===== config.mk =====
export PLATFORM = sky130hd
export DESIGN_NAME = utf8_control_free_validator_flat
export DESIGN_NICKNAME = d
export VERILOG_FILES = /design/src/design/u8cfv_pkg.sv /design/src/design/u8cfv_if.sv /design/src/design/u8cfv_csr.sv /design/src/design/u8cfv_decode.sv /design/src/design/utf8_control_free_validator.sv /design/src/flat_wrapper.sv
export SDC_FILE = /design/constraint.sdc
export NUM_CORES = 1
export LEC_CHECK = 0
export BUFFER_PORTS_ARGS = -buffer_cell sky130_fd_sc_hd__buf_4
export CAP_MARGIN = 15
export CORE_ASPECT_RATIO = 1.2
export CORE_MARGIN = 4
export CORE_UTILIZATION = 53
export DETAILED_ROUTE_END_ITERATION = 10
export MAX_ROUTING_LAYER = met4
export PLACE_DENSITY = 0.9
export SYNTH_ARGS = -nofsm -noshare
export SYNTH_HDL_FRONTEND = slang
export SYNTH_SLANG_ARGS = --single-unit
export TNS_END_PERCENT = 5

===== constraint.sdc =====
create_clock -name clock -period 4.2 [get_ports clock]
set_input_delay 0.42 -clock clock [delete_from_list [all_inputs] [get_ports clock]]
set_output_delay 0.42 -clock clock [all_outputs]
set_load 0.01 [all_outputs]

===== src/design/u8cfv_pkg.sv =====
// ----------------------------------------------------------------------------
// u8cfv_pkg
// Shared types and constants for the control-free UTF-8 string validator.
// ----------------------------------------------------------------------------
package u8cfv_pkg;

   localparam int COUNT_WIDTH    = 16;
   localparam int LEN_WIDTH      = 16;
   localparam int CSR_ADDR_WIDTH = 3;
   localparam int CSR_DATA_WIDTH = 32;
   localparam int MAX_BYTES_WIDTH = 16;

   localparam logic [MAX_BYTES_WIDTH-1:0] MAX_BYTES_RESET = 16'd64;

   // register index, taken from paddr[2]
   localparam logic REG_MAX_NAME_BYTES = 1'b0;

   typedef enum logic [2:0] {
      RULE_NONE = 3'd0,
      RULE_C2   = 3'd1,
      RULE_E0   = 3'd2,
      RULE_ED   = 3'd3,
      RULE_F0   = 3'd4,
      RULE_F4   = 3'd5
   } rule_type;

   typedef struct packed {
      logic [7:0] byte_value;
      logic       is_last;
   } item_type;

   typedef struct packed {
      logic                 valid_res;
      logic [LEN_WIDTH-1:0] length;
   } result_type;

endpackage


===== src/design/u8cfv_if.sv =====
// ----------------------------------------------------------------------------
// u8cfv channel interfaces
// Valid/ready channels for byte transactions and string results.
// ----------------------------------------------------------------------------
interface u8cfv_req_if;
   logic       valid;
   logic       ready;
   logic [7:0] byte_value;
   logic       is_last;

   modport source (output valid, output byte_value, output is_last, input ready);
   modport sink   (input valid, input byte_value, input is_last, output ready);
endinterface

interface u8cfv_rsp_if;
   logic        valid;
   logic        ready;
   logic        valid_res;
   logic [15:0] length;

   modport source (output valid, output valid_res, output length, input ready);
   modport sink   (input valid, input valid_res, input length, output ready);
endinterface


===== src/design/u8cfv_csr.sv =====
// ----------------------------------------------------------------------------
// u8cfv_csr
// APB register block holding the maximum string length.
// ----------------------------------------------------------------------------
module u8cfv_csr
   import u8cfv_pkg::*;
(
   input  logic                       clock,
   input  logic                       reset,
   input  logic                       csr_psel,
   input  logic                       csr_penable,
   input  logic                       csr_pwrite,
   input  logic [CSR_ADDR_WIDTH-1:0]  csr_paddr,
   input  logic [CSR_DATA_WIDTH-1:0]  csr_pwdata,
   output logic [CSR_DATA_WIDTH-1:0]  csr_prdata,
   output logic                       csr_pready,
   output logic [MAX_BYTES_WIDTH-1:0] max_name_bytes
);

   logic [MAX_BYTES_WIDTH-1:0] max_bytes_ff;
   logic [MAX_BYTES_WIDTH-1:0] max_bytes_in;
   logic                       wr_en;

   assign csr_pready = 1'b1;
   assign wr_en = csr_psel && csr_penable && csr_pwrite && csr_pready
                  && (csr_paddr[2] == REG_MAX_NAME_BYTES);

   assign max_bytes_in = wr_en ? csr_pwdata[MAX_BYTES_WIDTH-1:0] : max_bytes_ff;

   always_ff @(posedge clock) begin
      if (reset) begin
         max_bytes_ff <= MAX_BYTES_RESET;
      end else begin
         max_bytes_ff <= max_bytes_in;
      end
   end

   always_comb begin
      csr_prdata = '0;
      if (csr_paddr[2] == REG_MAX_NAME_BYTES) begin
         csr_prdata = CSR_DATA_WIDTH'(max_bytes_ff);
      end
   end

   assign max_name_bytes = max_bytes_ff;

endmodule


===== src/design/u8cfv_decode.sv =====
// ----------------------------------------------------------------------------
// u8cfv_decode
// Per-byte UTF-8 sequence tracker with sticky error and saturating count.
// ----------------------------------------------------------------------------
module u8cfv_decode
   import u8cfv_pkg::*;
(
   input  logic                       clock,
   input  logic                       reset,
   input  logic                       step_en,
   input  item_type                   item,
   input  logic [MAX_BYTES_WIDTH-1:0] max_name_bytes,
   output result_type                 result
);

   logic [1:0]             due_ff,   due_in;
   rule_type               rule_ff,  rule_in;
   logic                   err_ff,   err_in;
   logic [COUNT_WIDTH-1:0] count_ff, count_in;

   logic [1:0]             due_nxt;
   rule_type               rule_nxt;
   logic                   err_nxt;
   logic [COUNT_WIDTH-1:0] count_nxt;
   logic                   rule_ok;
   logic [7:0]             b;
   logic [32:0]            count_wide;

   assign b = item.byte_value;

   always_comb begin
      case (rule_ff)
         RULE_C2, RULE_E0: rule_ok = (b >= 8'hA0);
         RULE_ED:          rule_ok = (b <= 8'h9F);
         RULE_F0:          rule_ok = (b >= 8'h90);
         RULE_F4:          rule_ok = (b <= 8'h8F);
         default:          rule_ok = 1'b1;
      endcase
   end

   always_comb begin
      count_nxt = (&count_ff) ? count_ff : count_ff + COUNT_WIDTH'(1);
      due_nxt   = due_ff;
      rule_nxt  = rule_ff;
      err_nxt   = err_ff;
      if (due_ff != 2'd0) begin
         if (b < 8'h80 || b > 8'hBF) begin
            err_nxt  = 1'b1;
            due_nxt  = 2'd0;
            rule_nxt = RULE_NONE;
         end else begin
            if (!rule_ok) begin
               err_nxt = 1'b1;
            end
            rule_nxt = RULE_NONE;
            due_nxt  = due_ff - 2'd1;
         end
      end else if (b <= 8'h7F) begin
         if (b <= 8'h1F || b == 8'h7F) begin
            err_nxt = 1'b1;
         end
      end else if (b >= 8'hC2 && b <= 8'hDF) begin
         due_nxt  = 2'd1;
         rule_nxt = (b == 8'hC2) ? RULE_C2 : RULE_NONE;
      end else if (b >= 8'hE0 && b <= 8'hEF) begin
         due_nxt  = 2'd2;
         rule_nxt = (b == 8'hE0) ? RULE_E0 : (b == 8'hED) ? RULE_ED : RULE_NONE;
      end else if (b >= 8'hF0 && b <= 8'hF4) begin
         due_nxt  = 2'd3;
         rule_nxt = (b == 8'hF0) ? RULE_F0 : (b == 8'hF4) ? RULE_F4 : RULE_NONE;
      end else begin
         err_nxt = 1'b1;
      end
   end

   assign count_wide = 33'(count_nxt);

   always_comb begin
      result.valid_res = !err_nxt && (due_nxt == 2'd0)
                         && (count_wide <= 33'(max_name_bytes));
      result.length    = (count_wide > 33'(16'hFFFF)) ? 16'hFFFF
                                                      : count_wide[LEN_WIDTH-1:0];
   end

   always_comb begin
      due_in   = due_ff;
      rule_in  = rule_ff;
      err_in   = err_ff;
      count_in = count_ff;
      if (step_en) begin
         if (item.is_last) begin
            due_in   = 2'd0;
            rule_in  = RULE_NONE;
            err_in   = 1'b0;
            count_in = '0;
         end else begin
            due_in   = due_nxt;
            rule_in  = rule_nxt;
            err_in   = err_nxt;
            count_in = count_nxt;
         end
      end
   end

   always_ff @(posedge clock) begin
      if (reset) begin
         due_ff   <= 2'd0;
         rule_ff  <= RULE_NONE;
         err_ff   <= 1'b0;
         count_ff <= '0;
      end else begin
         due_ff   <= due_in;
         rule_ff  <= rule_in;
         err_ff   <= err_in;
         count_ff <= count_in;
      end
   end

endmodule


===== src/design/utf8_control_free_validator.sv =====
// ----------------------------------------------------------------------------
// utf8_control_free_validator
// Strict, control-free UTF-8 string checker with a length limit.
// ----------------------------------------------------------------------------
// Usage:
//   req_chan carries one byte of a string per transaction, with is_last set
//   on the final byte. rsp_chan carries one transaction per string: valid_res
//   and the byte count (saturating at 65535). Bytes without is_last give no
//   response. The APB port (csr_*) holds max_name_bytes at offset 0; write it
//   only while no string is in flight.
//   The last byte passes the input register, then the response register,
//   before its response is offered. Throughput: one byte per cycle while no
//   last byte waits on a stalled rsp_chan, set by the single input register
//   feeding the per-byte decoder and the response register. Reset clears the
//   string state and empties both registers; max_name_bytes returns to 64.
//   While rsp_chan stalls, bytes that are not last keep flowing; a last byte
//   waits in the input register until the response register frees up.
// ----------------------------------------------------------------------------
module utf8_control_free_validator
   import u8cfv_pkg::*;
(
   input  logic                      clock,
   input  logic                      reset,
   u8cfv_req_if.sink                 req_chan,
   u8cfv_rsp_if.source               rsp_chan,
   input  logic                      csr_psel,
   input  logic                      csr_penable,
   input  logic                      csr_pwrite,
   input  logic [CSR_ADDR_WIDTH-1:0] csr_paddr,
   input  logic [CSR_DATA_WIDTH-1:0] csr_pwdata,
   output logic [CSR_DATA_WIDTH-1:0] csr_prdata,
   output logic                      csr_pready
);

   logic                       in_valid_ff, in_valid_in;
   item_type                   in_item_ff,  in_item_in;
   logic                       out_valid_ff, out_valid_in;
   result_type                 out_res_ff,   out_res_in;

   logic                       out_free;
   logic                       step_en;
   logic                       req_take;
   result_type                 step_res;
   logic [MAX_BYTES_WIDTH-1:0] max_name_bytes;

   u8cfv_csr u_csr (
      .clock          (clock),
      .reset          (reset),
      .csr_psel       (csr_psel),
      .csr_penable    (csr_penable),
      .csr_pwrite     (csr_pwrite),
      .csr_paddr      (csr_paddr),
      .csr_pwdata     (csr_pwdata),
      .csr_prdata     (csr_prdata),
      .csr_pready     (csr_pready),
      .max_name_bytes (max_name_bytes)
   );

   u8cfv_decode u_decode (
      .clock          (clock),
      .reset          (reset),
      .step_en        (step_en),
      .item           (in_item_ff),
      .max_name_bytes (max_name_bytes),
      .result         (step_res)
   );

   assign out_free       = !out_valid_ff || rsp_chan.ready;
   assign step_en        = in_valid_ff && (!in_item_ff.is_last || out_free);
   assign req_chan.ready = !in_valid_ff || step_en;
   assign req_take       = req_chan.valid && req_chan.ready;

   always_comb begin
      in_valid_in = in_valid_ff;
      in_item_in  = in_item_ff;
      if (req_chan.ready) begin
         in_valid_in = req_chan.valid;
      end
      if (req_take) begin
         in_item_in.byte_value = req_chan.byte_value;
         in_item_in.is_last    = req_chan.is_last;
      end
   end

   always_comb begin
      out_valid_in = out_valid_ff;
      out_res_in   = out_res_ff;
      if (step_en && in_item_ff.is_last) begin
         out_valid_in = 1'b1;
         out_res_in   = step_res;
      end else if (rsp_chan.ready) begin
         out_valid_in = 1'b0;
      end
   end

   always_ff @(posedge clock) begin
      if (reset) begin
         in_valid_ff  <= 1'b0;
         out_valid_ff <= 1'b0;
      end else begin
         in_valid_ff  <= in_valid_in;
         out_valid_ff <= out_valid_in;
      end
      in_item_ff <= in_item_in;
      out_res_ff <= out_res_in;
   end

   assign rsp_chan.valid     = out_valid_ff;
   assign rsp_chan.valid_res = out_res_ff.valid_res;
   assign rsp_chan.length    = out_res_ff.length;

endmodule


===== src/flat_wrapper.sv =====
// flat-port wrapper written by rule: the top's interface ports become plain ports
module utf8_control_free_validator_flat import u8cfv_pkg::*;
  (clock, reset, csr_psel, csr_penable, csr_pwrite, csr_paddr, csr_pwdata, csr_prdata, csr_pready, req_chan_valid, req_chan_byte_value, req_chan_is_last, req_chan_ready, rsp_chan_valid, rsp_chan_valid_res, rsp_chan_length, rsp_chan_ready);
  u8cfv_req_if req_chan_i ();
  u8cfv_rsp_if rsp_chan_i ();
  input  logic clock;
  input  logic reset;
  input  logic csr_psel;
  input  logic csr_penable;
  input  logic csr_pwrite;
  input  logic [CSR_ADDR_WIDTH-1:0] csr_paddr;
  input  logic [CSR_DATA_WIDTH-1:0] csr_pwdata;
  output logic [CSR_DATA_WIDTH-1:0] csr_prdata;
  output logic csr_pready;
  input wire logic [$bits(req_chan_i.valid)-1:0] req_chan_valid;
  input wire logic [$bits(req_chan_i.byte_value)-1:0] req_chan_byte_value;
  input wire logic [$bits(req_chan_i.is_last)-1:0] req_chan_is_last;
  output wire logic [$bits(req_chan_i.ready)-1:0] req_chan_ready;
  output wire logic [$bits(rsp_chan_i.valid)-1:0] rsp_chan_valid;
  output wire logic [$bits(rsp_chan_i.valid_res)-1:0] rsp_chan_valid_res;
  output wire logic [$bits(rsp_chan_i.length)-1:0] rsp_chan_length;
  input wire logic [$bits(rsp_chan_i.ready)-1:0] rsp_chan_ready;
  assign req_chan_i.valid = req_chan_valid;
  assign req_chan_i.byte_value = req_chan_byte_value;
  assign req_chan_i.is_last = req_chan_is_last;
  assign req_chan_ready = req_chan_i.ready;
  assign rsp_chan_valid = rsp_chan_i.valid;
  assign rsp_chan_valid_res = rsp_chan_i.valid_res;
  assign rsp_chan_length = rsp_chan_i.length;
  assign rsp_chan_i.ready = rsp_chan_ready;
  utf8_control_free_validator u_core (.clock(clock), .reset(reset), .req_chan(req_chan_i), .rsp_chan(rsp_chan_i), .csr_psel(csr_psel), .csr_penable(csr_penable), .csr_pwrite(csr_pwrite), .csr_paddr(csr_paddr), .csr_pwdata(csr_pwdata), .csr_prdata(csr_prdata), .csr_pready(csr_pready));
endmodule

# Yosys cells after proc, flatten, opt, wreduce, memory -nomap -nowiden
# Cells that the tools add are included.
# op_classes
n_eq_ne	12
n_lt_le_gt_ge	16
add_sub_neg	2
n_reduce_logical	27
muxes	33
bitwise	1
# op_table
cell	count
$mux W16	3
$eq A8 B8 Y1 const B	5
$ge A8 B8 Y1 const B	5
$le A8 B8 Y1 const B	5
$mux W3	8
$mux W2	9
$add A16 B1 Y16 const B	1
$gt A16 B16 Y1 const B	1
$le A16 B16 Y1	1
$reduce_and A16 Y1	1
$mux W1	12
$logic_and A1 B1 Y1	11
$eq A8 B7 Y1 const B	1
$gt A8 B8 Y1 const B	1
$le A8 B5 Y1 const B	1
$le A8 B7 Y1 const B	1
$lt A8 B8 Y1 const B	1
$eq A3 B2 Y1 const B	2
$eq A3 B3 Y1 const B	2
$logic_or A1 B1 Y1	5
$reduce_bool A5 Y1	1
$logic_not A1 Y1	4
$pmux W1 S4	1
$reduce_bool A2 Y1	2
other kinds (7)	7
# word_totals
inputBits	51
ff_bits	66

# Logic depth before layout (Yosys ltp)
# Gate-level depths: netlist of run 1.
# logic_depth
ltp_word	10
mapped_depth	14
mapped_depth_nobuf	12

# Modules after synthesis
# From an unflattened synthesis of run 1, not the netlist that was laid out.
# unflattened
cells_unflattened	413
area_unflattened_um2	3952.5
# by_module_without_submodules
module	n_inst	cells_each	area_per_inst_um2	seq_area_each_um2
u8cfv_decode	1	269	2085.8	440.4
u8cfv_csr	1	106	982.2	320.3
utf8_control_free_validator	1	38	884.6	820.8

# Worst setup path after synthesis of run 1
# OpenSTA, ideal clock, no wires.
# synth_timing
path_type	register to register
from	register u_core.u_decode.count_ff[9]
to	register u_core.out_res_ff (netlist bit u_core.rsp_chan.valid_res), data pin
period_less_slack_ns	3.025
t_arrival_ns	2.849
stages_incl_launch_ff	13
path_slack_ns	1.175
setup_ns	0.176
n_path_buf	2
path_cell_list	dfxtp_1 > clkbuf_2 > nand4_2 > or3_1 > buf_2 > or4_1 > o21a_1 > ha_1 > nand4_1 > nor2_1 > a221o_1 > o31a_1 > nor4_1
# synth_lines
item	line_no	text
start, declared	u8cfv_decode.sv:19	logic [COUNT_WIDTH-1:0] count_ff, count_in;
start signal, assigned	u8cfv_decode.sv:115	count_ff <= count_in;
end signal, assigned	utf8_control_free_validator.sv:105	out_res_ff <= out_res_in;
end, declared	utf8_control_free_validator.sv:38	result_type out_res_ff, out_res_in;

==> metrics.csv, run 1 <==
stage;metric;value;unit
placement;pre_cts_slack;0.7729;ns
final_layout;multi_input_area;1834;um^2
yosys;synth_cell_types;63;
final_layout;final_nets;549;
critical_path;crit_path_start_kind;flip-flop;
placement;hpwl;6656;um
clock_tree;tritoncts;built;
critical_path;cp_num_buf_inv;0;
clock_tree;post_cts_buffers;0;
sta;tightest_slew;0.8244;ns
clock_tree;h-tree-depth;3;
pwr;clock_power_share;41.8;%
clock_tree;clock_latency;0.34;ns
routing;first_pass_iters;5;
clock_tree;clockBufferDepth;2;
routing;vias;3220;
yosys;ys.flop_type;dfxtp_1;
yosys;syn_area;3680;um^2
sta;fin_setup_tns;0;ns
die;fp.dieW;84.07;um
placement;gp_congestion;0.9918;
clock_tree;cts_buffers;9;
pwr;switchingPower;319.5;uW
sta;fmax;283.6;MHz
critical_path;crit_type;flip-flop to flip-flop;
routing;ant_nets;0;
die;core;6813;um^2
critical_path;cp.arrival;3.61;ns
sta;period_minus_slack;3.526;ns
yosys;synth_compound_area_share;16.76;%
clock_tree;cts-resized-gates;0;
critical_path;crit_required;4.28;ns
clock_tree;cts.clk_slew.worst_paths;0.07;ns
yosys;yosysTopAreaCellShare;21.76;%
final_layout;drive_gt1_share;18.35;%
yosys;ys_seq_area_share;42.98;%
global_routing;grt_pass1_wl;14300;um
outcome;status;completed;
yosys;yosys.area.top_type;dfxtp_1;
routing;drc;0;
global_routing;gr-total-overflow;0;
global_routing;grt_pass1_vias;3050;
yosys;synthArstFlopShare;0;%
pwr;power.share.switching;23.16;%
yosys;synth.avg_cell_area;8.679;um^2
sta;slew_headroom;44.84;%
yosys;synth-edff-count;26;
sta;finalHoldViolations;0;
sta;rsz0062_at_grt;no;
yosys;yosys_warnings;0;
routing;initialDrtViolationCount;218;
global_routing;grt_antenna_before_repair;0;
routing;wl_per_cell;15.45;um
sta;setup_viol;0;
critical_path;cp_cell_sequence;nand4_2, or3_1, or4_1, o21a_1, ha_1, nand4_1, nor4_1, a21boi_0, o31a_1, nor4_1;
die;row_count;33;
critical_path;crit_family;simple AND/OR/NAND/NOR gates;
routing;wl;8840;um
yosys;synth_top_family_by_area;simple AND/OR/NAND/NOR gates;
global_routing;grt_max_degree;34;
critical_path;cp-end-kind;flip-flop;
clock_tree;cts_root_buf;clkbuf_8;
sta;finalCritPeriodShare;83.96;%
critical_path;slowest_delay;0.53;ns
yosys;synth_area_leaders;dfxtp_1 22%, edfxtp_1 21%, ha_1 6.1%, nand2_1 5.6%, a21oi_1 5.2%;
global_routing;grt_usage;22.16;%
clock_tree;postCtsHoldBufs;0;
yosys;synth_adder_area_share;6.120;%
pwr;powerDensity;317.3;nW/um^2
critical_path;crit_path_top_delay_cell;or3_1;
yosys;syn_inst;424;
final_layout;fillerInstances;571;
pwr;p_seq_share;50.2;%
final_layout;syn_to_final_growth;18.12;%
routing;vias_per_cell;5.629;
final_layout;fin_util;63.80;%
clock_tree;cts_sinks;66;
yosys;synthXorXnorAreaFrac;1.904;%
die;die_h;99.28;um
yosys;synthMuxAreaShare;0.8501;%
sta;worst_slack;0.6737;ns
critical_path;cpMostUsedCell;nor4_1;
die;dieArea;8346;um^2
critical_path;cp_max_fo;9;
die;initial_utilization;54.01;%
pwr;leakage;1.714;nW
worst_hold_path;hold_path.class;primary input to flip-flop;
placement;portBuffers;67;
yosys;synthSimpleGateAreaFrac;22.48;%
sta;slew_viol_final;0;
yosys;synth-seq-cells;66;
die;pin_count;103;
final_layout;register_area;1582;um^2
sta;fin_skew;0.008382;ns
pwr;p_comb_share;7.9;%
pwr;ir_drop;0.2994;mV
pwr;p_int;1.060;mW
flow_run;maxCapViolCount;0;
final_layout;antenna_cells;0;
-- cells in the final DEF, fill, tap and decap left out, types with 5 or more instances in the layout --
cell / synthesis / routed
xnor2_1: 7 / 7
and3_1: 5 / 5
edfxtp_1: 26 / 26
nand2_1: 55 / 55
a21oi_1: 38 / 38
nor4_1: 5 / 5
nor2_1: 40 / 40
dfxtp_1: 40 / 40
conb_1: 2 / 17
buf_4: 17 / 68
nor3_1: 7 / 7
ha_1: 18 / 18
inv_1: 27 / 27
o21ai_0: 18 / 18
nand3b_1: 5 / 5
nand3_1: 9 / 9
clkbuf_8: 0 / 9
nand4_1: 7 / 7
-- metrics by stage --
step	total power [mW]	hold slack [ns]	std cells	instance area [um^2]
floorplan	0.7795	0.4363	439	3736
global placement	0.8101	0.4437	556	4136
detailed placement	0.8149	0.4467	556	4136
CTS	1.384	0.2374	572	4347
global route	1.433	0.2224	572	4347
finish	1.379	0.2495	572	4347
-- synthesized netlist by cell type, drive strengths merged (3+ instances only) --
cell	number
and2	3
clkbuf	17
a21oi	38
and3	5
dfxtp	40
nand3b	5
xnor2	7
a31oi	4
edfxtp	26
nand2	55
or3	4
or4	3
nand2b	3
o211ai	3
nor2b	4
nor4b	3
a22o	4
nand3	9
o21a	4
ha	18
nor4	5
nand4	9
buf	21
o31ai	3
inv	27
o21ai	18
nor2	40
nor3	7
-- power groups by stage --
stage / clock network, mW / registers [mW] / logic [mW]
5_1_grt: 0.617 / 0.695 / 0.121
2_1_floorplan: 0 / 0.700 / 0.0795
3_3_place_gp: 0 / 0.706 / 0.104
6_report: 0.577 / 0.693 / 0.110
3_5_place_dp: 0 / 0.707 / 0.108
4_1_cts: 0.583 / 0.692 / 0.109
-- kinds of logic after synthesis --
logic type	Yosys count
simple gates	165
compound gates	97
flops	66
buf+inv	65
fa+ha+maj	18
xor+xnor	8
mux	3
other cells	2
-- final timing paths --
kind	startpoint	end	slack [ns]	cells past startpoint
worst max-delay path	u_core.u_decode.count_ff[7]	u_core.rsp_chan.valid_res	0.67	10
worst min-delay path	req_chan_byte_value[3]	u_core.in_item_ff[4]	0.25	1
worst max register to register	u_core.u_decode.count_ff[7]	u_core.rsp_chan.valid_res	0.67	10
worst min register to register	u_core.u_csr.max_name_bytes[4]	u_core.u_csr.max_name_bytes[4]	0.46	2
-- metal layers --
layer  track usage (%)  wire [um]
met1             26.54       3759
met2             36.70       4385
met5                 -          0
met3             4.971        523
met4             7.921        172
-- state kept, by name, indices dropped and copies added (netlist names) --
| signal | cells |
|---|---|
| u_core.in_valid_ff | 1 |
| u_core.rsp_chan.valid | 1 |
| u_core.u_csr.max_name_bytes | 16 |
| u_core.u_decode.rule_ff | 3 |
| u_core.u_decode.count_ff | 16 |
| u_core.rsp_chan.length | 16 |
| u_core.u_decode.due_ff | 2 |
| u_core.in_item_ff | 9 |
| u_core.rsp_chan.valid_res | 1 |
| u_core.u_decode.err_ff | 1 |
-- worst register-to-register path: cells and delay by family (launching register included) --
family | cells | cell delay, ns
AO/OA/AOI/OAI | 3 | 0.64
flip-flops | 1 | 0.50
AND/OR/NAND/NOR | 6 | 1.85
adder cells (fa/ha/maj) | 1 | 0.29
-- final cells by class --
| class | instances | area share (%) |
|---|---|---|
| Clock buffer | 11 | 3.022 |
| Clock inverter | 5 | 1.813 |
| Inverter | 27 | 2.332 |
| Multi-Input combinational cell | 308 | 42.20 |
| Sequential cell | 66 | 36.38 |
| Tap cell | 87 | 2.504 |
| Timing Repair Buffer | 68 | 11.74 |
(Power assumes the default switching activity.)
==> run 2, diff against run 1 <==
--- a/config.mk
+++ b/config.mk
@@ -9,10 +9,10 @@
 export CAP_MARGIN = 15
 export CORE_ASPECT_RATIO = 1.2
 export CORE_MARGIN = 4
-export CORE_UTILIZATION = 53
+export CORE_UTILIZATION = 47
 export DETAILED_ROUTE_END_ITERATION = 10
 export MAX_ROUTING_LAYER = met4
-export PLACE_DENSITY = 0.9
+export PLACE_DENSITY = 0.85
 export SYNTH_ARGS = -nofsm -noshare
 export SYNTH_HDL_FRONTEND = slang
 export SYNTH_SLANG_ARGS = --single-unit
==> constraint.sdc (replaced) <==
create_clock -name clock -period 2.9 [get_ports clock]
set_input_delay 0.29 -clock clock [delete_from_list [all_inputs] [get_ports clock]]
set_output_delay 0.29 -clock clock [all_outputs]
set_load 0.01 [all_outputs]
==> run 2 against run 1 <==
  * The run now ends with negative setup slack left
  * Critical path depth increased by 2
  * Combinational power increased by 64%
  * Routed wire length increased by 23%
  * Cell count increased by 14%
==> metrics.csv, run 2 (synthesis results as in run 1) <==
stage;metric;value;unit
sta;period_minus_slack;3.136;ns
final_layout;syn_to_final_growth;38.35;%
sta;fin_skew;0.01080;ns
worst_hold_path;hold_path_depth;1;
clock_tree;h-tree-depth;3;
die;row_count;35;
global_routing;grt_max_degree;34;
final_layout;final_cell_mix;132 x buf_4, 54 x nand2_1, 37 x a21oi_1, 35 x nor2_1, 29 x dfxtp_1;
outcome;status;finished, violations left;
placement;hpwl;7402;um
routing;vias_per_cell;5.825;
routing;wl_per_cell;16.74;um
outcome;violations;negative setup slack;
global_routing;grt_pass1_vias;3590;
critical_path;crit_path_start_kind;flip-flop;
critical_path;crit_path_top_delay_cell;a221o_1;
critical_path;endpoint;u_core.rsp_chan.valid_res;
clock_tree;clock_latency;0.35;ns
die;core;7664;um^2
die;initial_utilization;48.02;%
routing;ant_nets;0;
critical_path;cp-startpoint;u_core.u_decode.count_ff[0];
routing;top_layer;met4;
placement;portBuffers;67;
sta;finalHoldViolations;0;
sta;fmax;318.9;MHz
clock_tree;tritoncts;built;
clock_tree;clockBufferDepth;2;
sta;finalCritPeriodShare;108.1;%
sta;fin_setup_tns;-0.2358;ns
critical_path;cp_max_fo;4;
critical_path;cp-end-kind;flip-flop;
final_layout;final_common_cell;buf_4;
clock_tree;cts.clk_slew.worst_paths;0.07;ns
critical_path;cp_cell_sequence;ha_4, and3_4, nand4_1, nand2_2, buf_4, xnor2_2, ha_1, a21oi_1, o21ai_0, a221o_1, o31a_1, nor4_2;
pwr;ir_drop;0.4000;mV
global_routing;grt_pass1_wl;16750;um
flow_run;maxCapViolCount;0;
pwr;powerDensity;383.5;nW/um^2
critical_path;rrSetupSlack;-0.24;ns
sta;tightest_slew;0.6078;ns
routing;m1WireLength;4078;um
critical_path;cp.arrival;3.32;ns
die;die_h;104.9;um
die;pin_count;103;
routing;met3WireLength;857;um
worst_hold_path;hold_path.class;primary input to flip-flop;
sta;rsz0062_at_grt;yes;
sta;slew_headroom;59.27;%
critical_path;timing.rr.end;u_core.rsp_chan.valid_res;
routing;drc;0;
clock_tree;cts_sinks;66;
global_routing;grt_usage;23.74;%
final_layout;final_area;5091;um^2
routing;first_pass_iters;5;
critical_path;crit_required;3.08;ns
routing;initialDrtViolationCount;255;
critical_path;ff2ff_path_depth;12;
clock_tree;cts_root_buf;clkbuf_8;
sta;slew_viol_final;0;
routing;wl_met2;5423;um
die;dieArea;9315;um^2
critical_path;crit_type;flip-flop to flip-flop;
routing;wl;10900;um
critical_path;slowest_delay;0.37;ns
pwr;leakage;2.129;nW
global_routing;grt_antenna_before_repair;0;
sta;setup_viol;1;
sta;hold_ws;0.1138;ns
clock_tree;postCtsHoldBufs;0;
critical_path;rr_startpoint;u_core.u_decode.count_ff[0];
sta;worst_slack;-0.2358;ns
global_routing;gr-total-overflow;0;
placement;place_area;4551;um^2
routing;vias;3792;
final_layout;drive_gt1_share;35.24;%
final_layout;final_nets;623;
final_layout;antenna_cells;0;
die;fp.dieW;88.78;um
clock_tree;cts_buffers;9;
placement;gp_congestion;0.9459;
[run 2: repair_timing]
action	4_1_cts	5_1_grt
pin swaps	15	9
cloned	1	0
endpoints found under the setup margin	1	2
gates resized for setup	27	21
buffers inserted	19	1
endpoints found under the hold margin	0	0
[run 2: through the flow]
| stage | power (mW) | utilization (%) | std cells | setup WS (ns) |
|---|---|---|---|---|
| 2_1_floorplan | 1.130 | - | 439 | 0.001012 |
| 3_3_place_gp | 1.182 | 59.38 | 614 | -0.08002 |
| 3_5_place_dp | 1.188 | 59.38 | 614 | -0.1768 |
| 4_1_cts | 1.953 | 65.21 | 650 | 0.0001044 |
| 5_1_grt | 2.032 | 66.43 | 651 | -0.3291 |
| 6_report | 1.952 | 66.43 | 651 | -0.2358 |
[run 2: worst min-delay path by stage]
stage	slack, ns	from	to
after CTS	0.11	req_chan_byte_value[2]	u_core.in_item_ff[3]
after detailed placement	0.45	u_core.u_csr.max_name_bytes[15]	u_core.u_csr.max_name_bytes[15]
after global routing	0.1	req_chan_byte_value[3]	u_core.in_item_ff[4]
after floorplan	0.39	req_chan_is_last	u_core.in_item_ff[0]
final	0.11	req_chan_byte_value[2]	u_core.in_item_ff[3]
after global placement	0.44	u_core.u_csr.max_name_bytes[5]	u_core.u_csr.max_name_bytes[5]
[run 2: worst max-delay path, delay by kind of cell (launching register included)]
family / cells / cell delay (ns)
buffers and inverters: 1 / 0.17
xor gates and xnor gates: 1 / 0.23
adders and majority gates: 2 / 0.48
AOI/OAI and AO/OA: 4 / 0.99
DFF: 1 / 0.34
and+or+nand+nor: 4 / 0.73
[run 2: power breakdown]
group          total, mW  switching, mW  internal, mW
Clock              0.768          0.352         0.416
Combinational      0.180         0.0987        0.0812
Sequential          1.00         0.0225         0.982
[run 2: final cells by class]
type,instances,area [um^2]
clock buffer,11,141.4
sequential,66,1595
timing repair buffer,141,1092
fill,566,2572
multi-input combinational,309,1992
tap,92,115.1
clock inverter,5,53.80
inverter,27,101.3
[run 2: routing by layer]
metal / vias to the layer above / GRT usage (%)
met5: - / -
met4: 0 / 11.99
met3: 60 / 5.126
met2: 213 / 38.59
met1: 1778 / 26.97
li1: 1741 / -
==> run 3, diff against run 2 <==
--- a/config.mk
+++ b/config.mk
@@ -9,10 +9,11 @@
 export CAP_MARGIN = 15
 export CORE_ASPECT_RATIO = 1.2
 export CORE_MARGIN = 4
-export CORE_UTILIZATION = 47
+export CORE_UTILIZATION = 53
 export DETAILED_ROUTE_END_ITERATION = 10
 export MAX_ROUTING_LAYER = met4
-export PLACE_DENSITY = 0.85
+export PLACE_DENSITY = 0.9
+export SETUP_SLACK_MARGIN = 0.1
 export SYNTH_ARGS = -nofsm -noshare
 export SYNTH_HDL_FRONTEND = slang
 export SYNTH_SLANG_ARGS = --single-unit
==> constraint.sdc (replaced) <==
create_clock -name clock -period 3.5 [get_ports clock]
set_input_delay 0.35 -clock clock [delete_from_list [all_inputs] [get_ports clock]]
set_output_delay 0.35 -clock clock [all_outputs]
set_load 0.01 [all_outputs]
==> run 3 against run 2 <==
  * The run now ends clean
  * Utilization down 2.0 points
  * Clock power down 27%
  * Via count down 11%
  * First-iteration DRC count up 4.3%
  * Worst hold slack better by 0.065 ns
  * Global-route usage down 0.76 points
  * Critical endpoint unchanged
  * Largest cell class unchanged
==> metrics.csv, run 3 (synthesis results as in run 1) <==
stage;metric;value;unit
final_layout;final_area;4389;um^2
final_layout;stdcell_count;576;
die;initial_utilization;54.01;%
outcome;status;completed;
sta;setup_viol;0;
critical_path;rr_startpoint;u_core.u_decode.count_ff[10];
clock_tree;tritoncts;built;
critical_path;cp-end-kind;flip-flop;
global_routing;grt_max_degree;34;
global_routing;grt_pass1_vias;3158;
die;row_count;33;
final_layout;antenna_cells;0;
clock_tree;h-tree-depth;3;
sta;fmax;304.3;MHz
clock_tree;clockBufferDepth;2;
placement;place_area;4151;um^2
die;pin_count;103;
critical_path;cp_max_fo;9;
die;die_h;99.28;um
sta;fin_skew;0.005368;ns
critical_path;ff2ff_path_depth;10;
pwr;ir_drop;0.3013;mV
critical_path;rrSetupSlack;0.21;ns
worst_hold_path;hold_path.class;primary input to flip-flop;
pwr;power;1.530;mW
routing;drc;0;
critical_path;crit_required;3.59;ns
global_routing;gr-total-overflow;0;
clock_tree;cts_sinks;66;
critical_path;slowest_delay;0.47;ns
pwr;powerDensity;348.5;nW/um^2
final_layout;syn_to_final_growth;19.28;%
routing;wl;9195;um
final_layout;final_nets;553;
worst_hold_path;min_to;u_core.in_item_ff[0];
routing;vias;3383;
clock_tree;clock_latency;0.34;ns
clock_tree;cts.clk_slew.worst_paths;0.07;ns
routing;ant_nets;0;
critical_path;cp.arrival;3.38;ns
critical_path;cp_num_buf_inv;0;
critical_path;crit_type;flip-flop to flip-flop;
critical_path;timing.rr.end;u_core.rsp_chan.valid_res;
clock_tree;cts_buffers;9;
final_layout;drive_gt1_share;22.49;%
final_layout;fillerInstances;562;
worst_hold_path;hp-start;req_chan_is_last;
sta;slew_viol_final;0;
final_layout;multi_input_area;1876;um^2
routing;first_pass_iters;5;
sta;rsz0062_at_grt;no;
clock_tree;postCtsHoldBufs;0;
sta;finalCritPeriodShare;93.89;%
final_layout;final_cell_mix;72 x buf_4, 54 x nand2_1, 39 x nor2_1, 38 x a21oi_1, 32 x dfxtp_1;
routing;initialDrtViolationCount;266;
die;fp.dieW;84.07;um
critical_path;crit_path_start_kind;flip-flop;
sta;tightest_slew;0.9107;ns
global_routing;grt_pass1_wl;14970;um
final_layout;final_common_cell;buf_4;
clock_tree;cts_root_buf;clkbuf_8;
pwr;leakage;1.736;nW
sta;finalHoldViolations;0;
sta;period_minus_slack;3.286;ns
die;core;6813;um^2
die;dieArea;8346;um^2
placement;hpwl;6875;um
placement;gp_congestion;1.012;
critical_path;crit_path_top_delay_cell;or4_1;
worst_hold_path;hold_path_depth;1;
global_routing;grt_antenna_before_repair;0;
critical_path;cp_cell_sequence;nand4_2, or3_4, or4_1, o21a_1, ha_1, nand4_1, nor4_2, a21boi_1, o31a_1, nor4_2;
routing;vias_per_cell;5.873;
critical_path;cpMostUsedCell;nor4_2;
routing;wl_per_cell;15.96;um
flow_run;maxCapViolCount;0;
sta;slew_headroom;39.06;%
global_routing;grt_usage;22.98;%
placement;dp.cells;558;
placement;portBuffers;67;
final_layout;register_area;1592;um^2
critical_path;crit_family;simple AND/OR/NAND/NOR gates;
-- run 3: layout make-up --
type                    instances  share of cell area [%]
inverters                      27                   2.309
multi-input cells             308                   42.73
clock buffers                  11                   3.221
clock inverters                 5                  0.6842
well taps                      87                   2.480
repair buffers                 72                   12.31
flip-flops and latches         66                   36.26
-- run 3: repair_timing --
item	CTS	global route
endpoints found under the setup margin	1	1
endpoints found under the hold margin	0	0
pin swaps	0	3
resized for setup	7	12
buffers inserted	0	2
-- run 3: per-layer routing --
metal,global-route usage [%],part of all wire (%)
met1,26.88,39
met2,38.52,52
met3,5.220,6.9
met4,8.663,1.8
met5,-,0
-- run 3: how the worst max path moves through the flow --
stage | from | depth (start not counted) | slack (ns) | endpoint
6_report | u_core.u_decode.count_ff[10] | 10 | 0.21 | u_core.rsp_chan.valid_res
3_3_place_gp | u_core.u_decode.count_ff[8] | 10 | 0.15 | u_core.rsp_chan.valid_res
2_1_floorplan | u_core.u_decode.count_ff[9] | 12 | 0.47 | u_core.rsp_chan.valid_res
5_1_grt | u_core.u_decode.count_ff[3] | 10 | 0.12 | u_core.rsp_chan.valid_res
4_1_cts | u_core.u_decode.count_ff[0] | 12 | 0.12 | u_core.rsp_chan.valid_res
3_5_place_dp | u_core.u_decode.count_ff[8] | 10 | -0.002 | u_core.rsp_chan.valid_res
-- run 3: worst register-to-register path: stages (launching register included) --
cell and delay [ns]:
dfxtp_2 0.41, nand4_2 0.18, or3_4 0.46, or4_1 0.47
o21a_1 0.18, ha_1 0.29, nand4_1 0.16, nor4_2 0.36
a21boi_1 0.27, o31a_1 0.20, nor4_2 0.06
-- run 3: power breakdown --
part | internal (mW) | switching [mW]
combinational | 0.0585 | 0.0762
clock | 0.273 | 0.290
sequential | 0.814 | 0.0180
-- run 3: through the flow --
| step | worst slack (ns) | setup TNS, ns | utilization (%) | hold slack, ns |
|---|---|---|---|---|
| finish | 0.2140 | 0 | 64.43 | 0.1783 |
| global route | 0.1151 | 0 | 64.43 | 0.1499 |
| CTS | 0.1250 | 0 | 63.80 | 0.1675 |
| detailed placement | -0.001542 | -0.001542 | 60.94 | 0.4481 |
| global placement | 0.1479 | 0 | 60.94 | 0.4435 |
| floorplan | 0.4745 | 0 | - | 0.4363 |
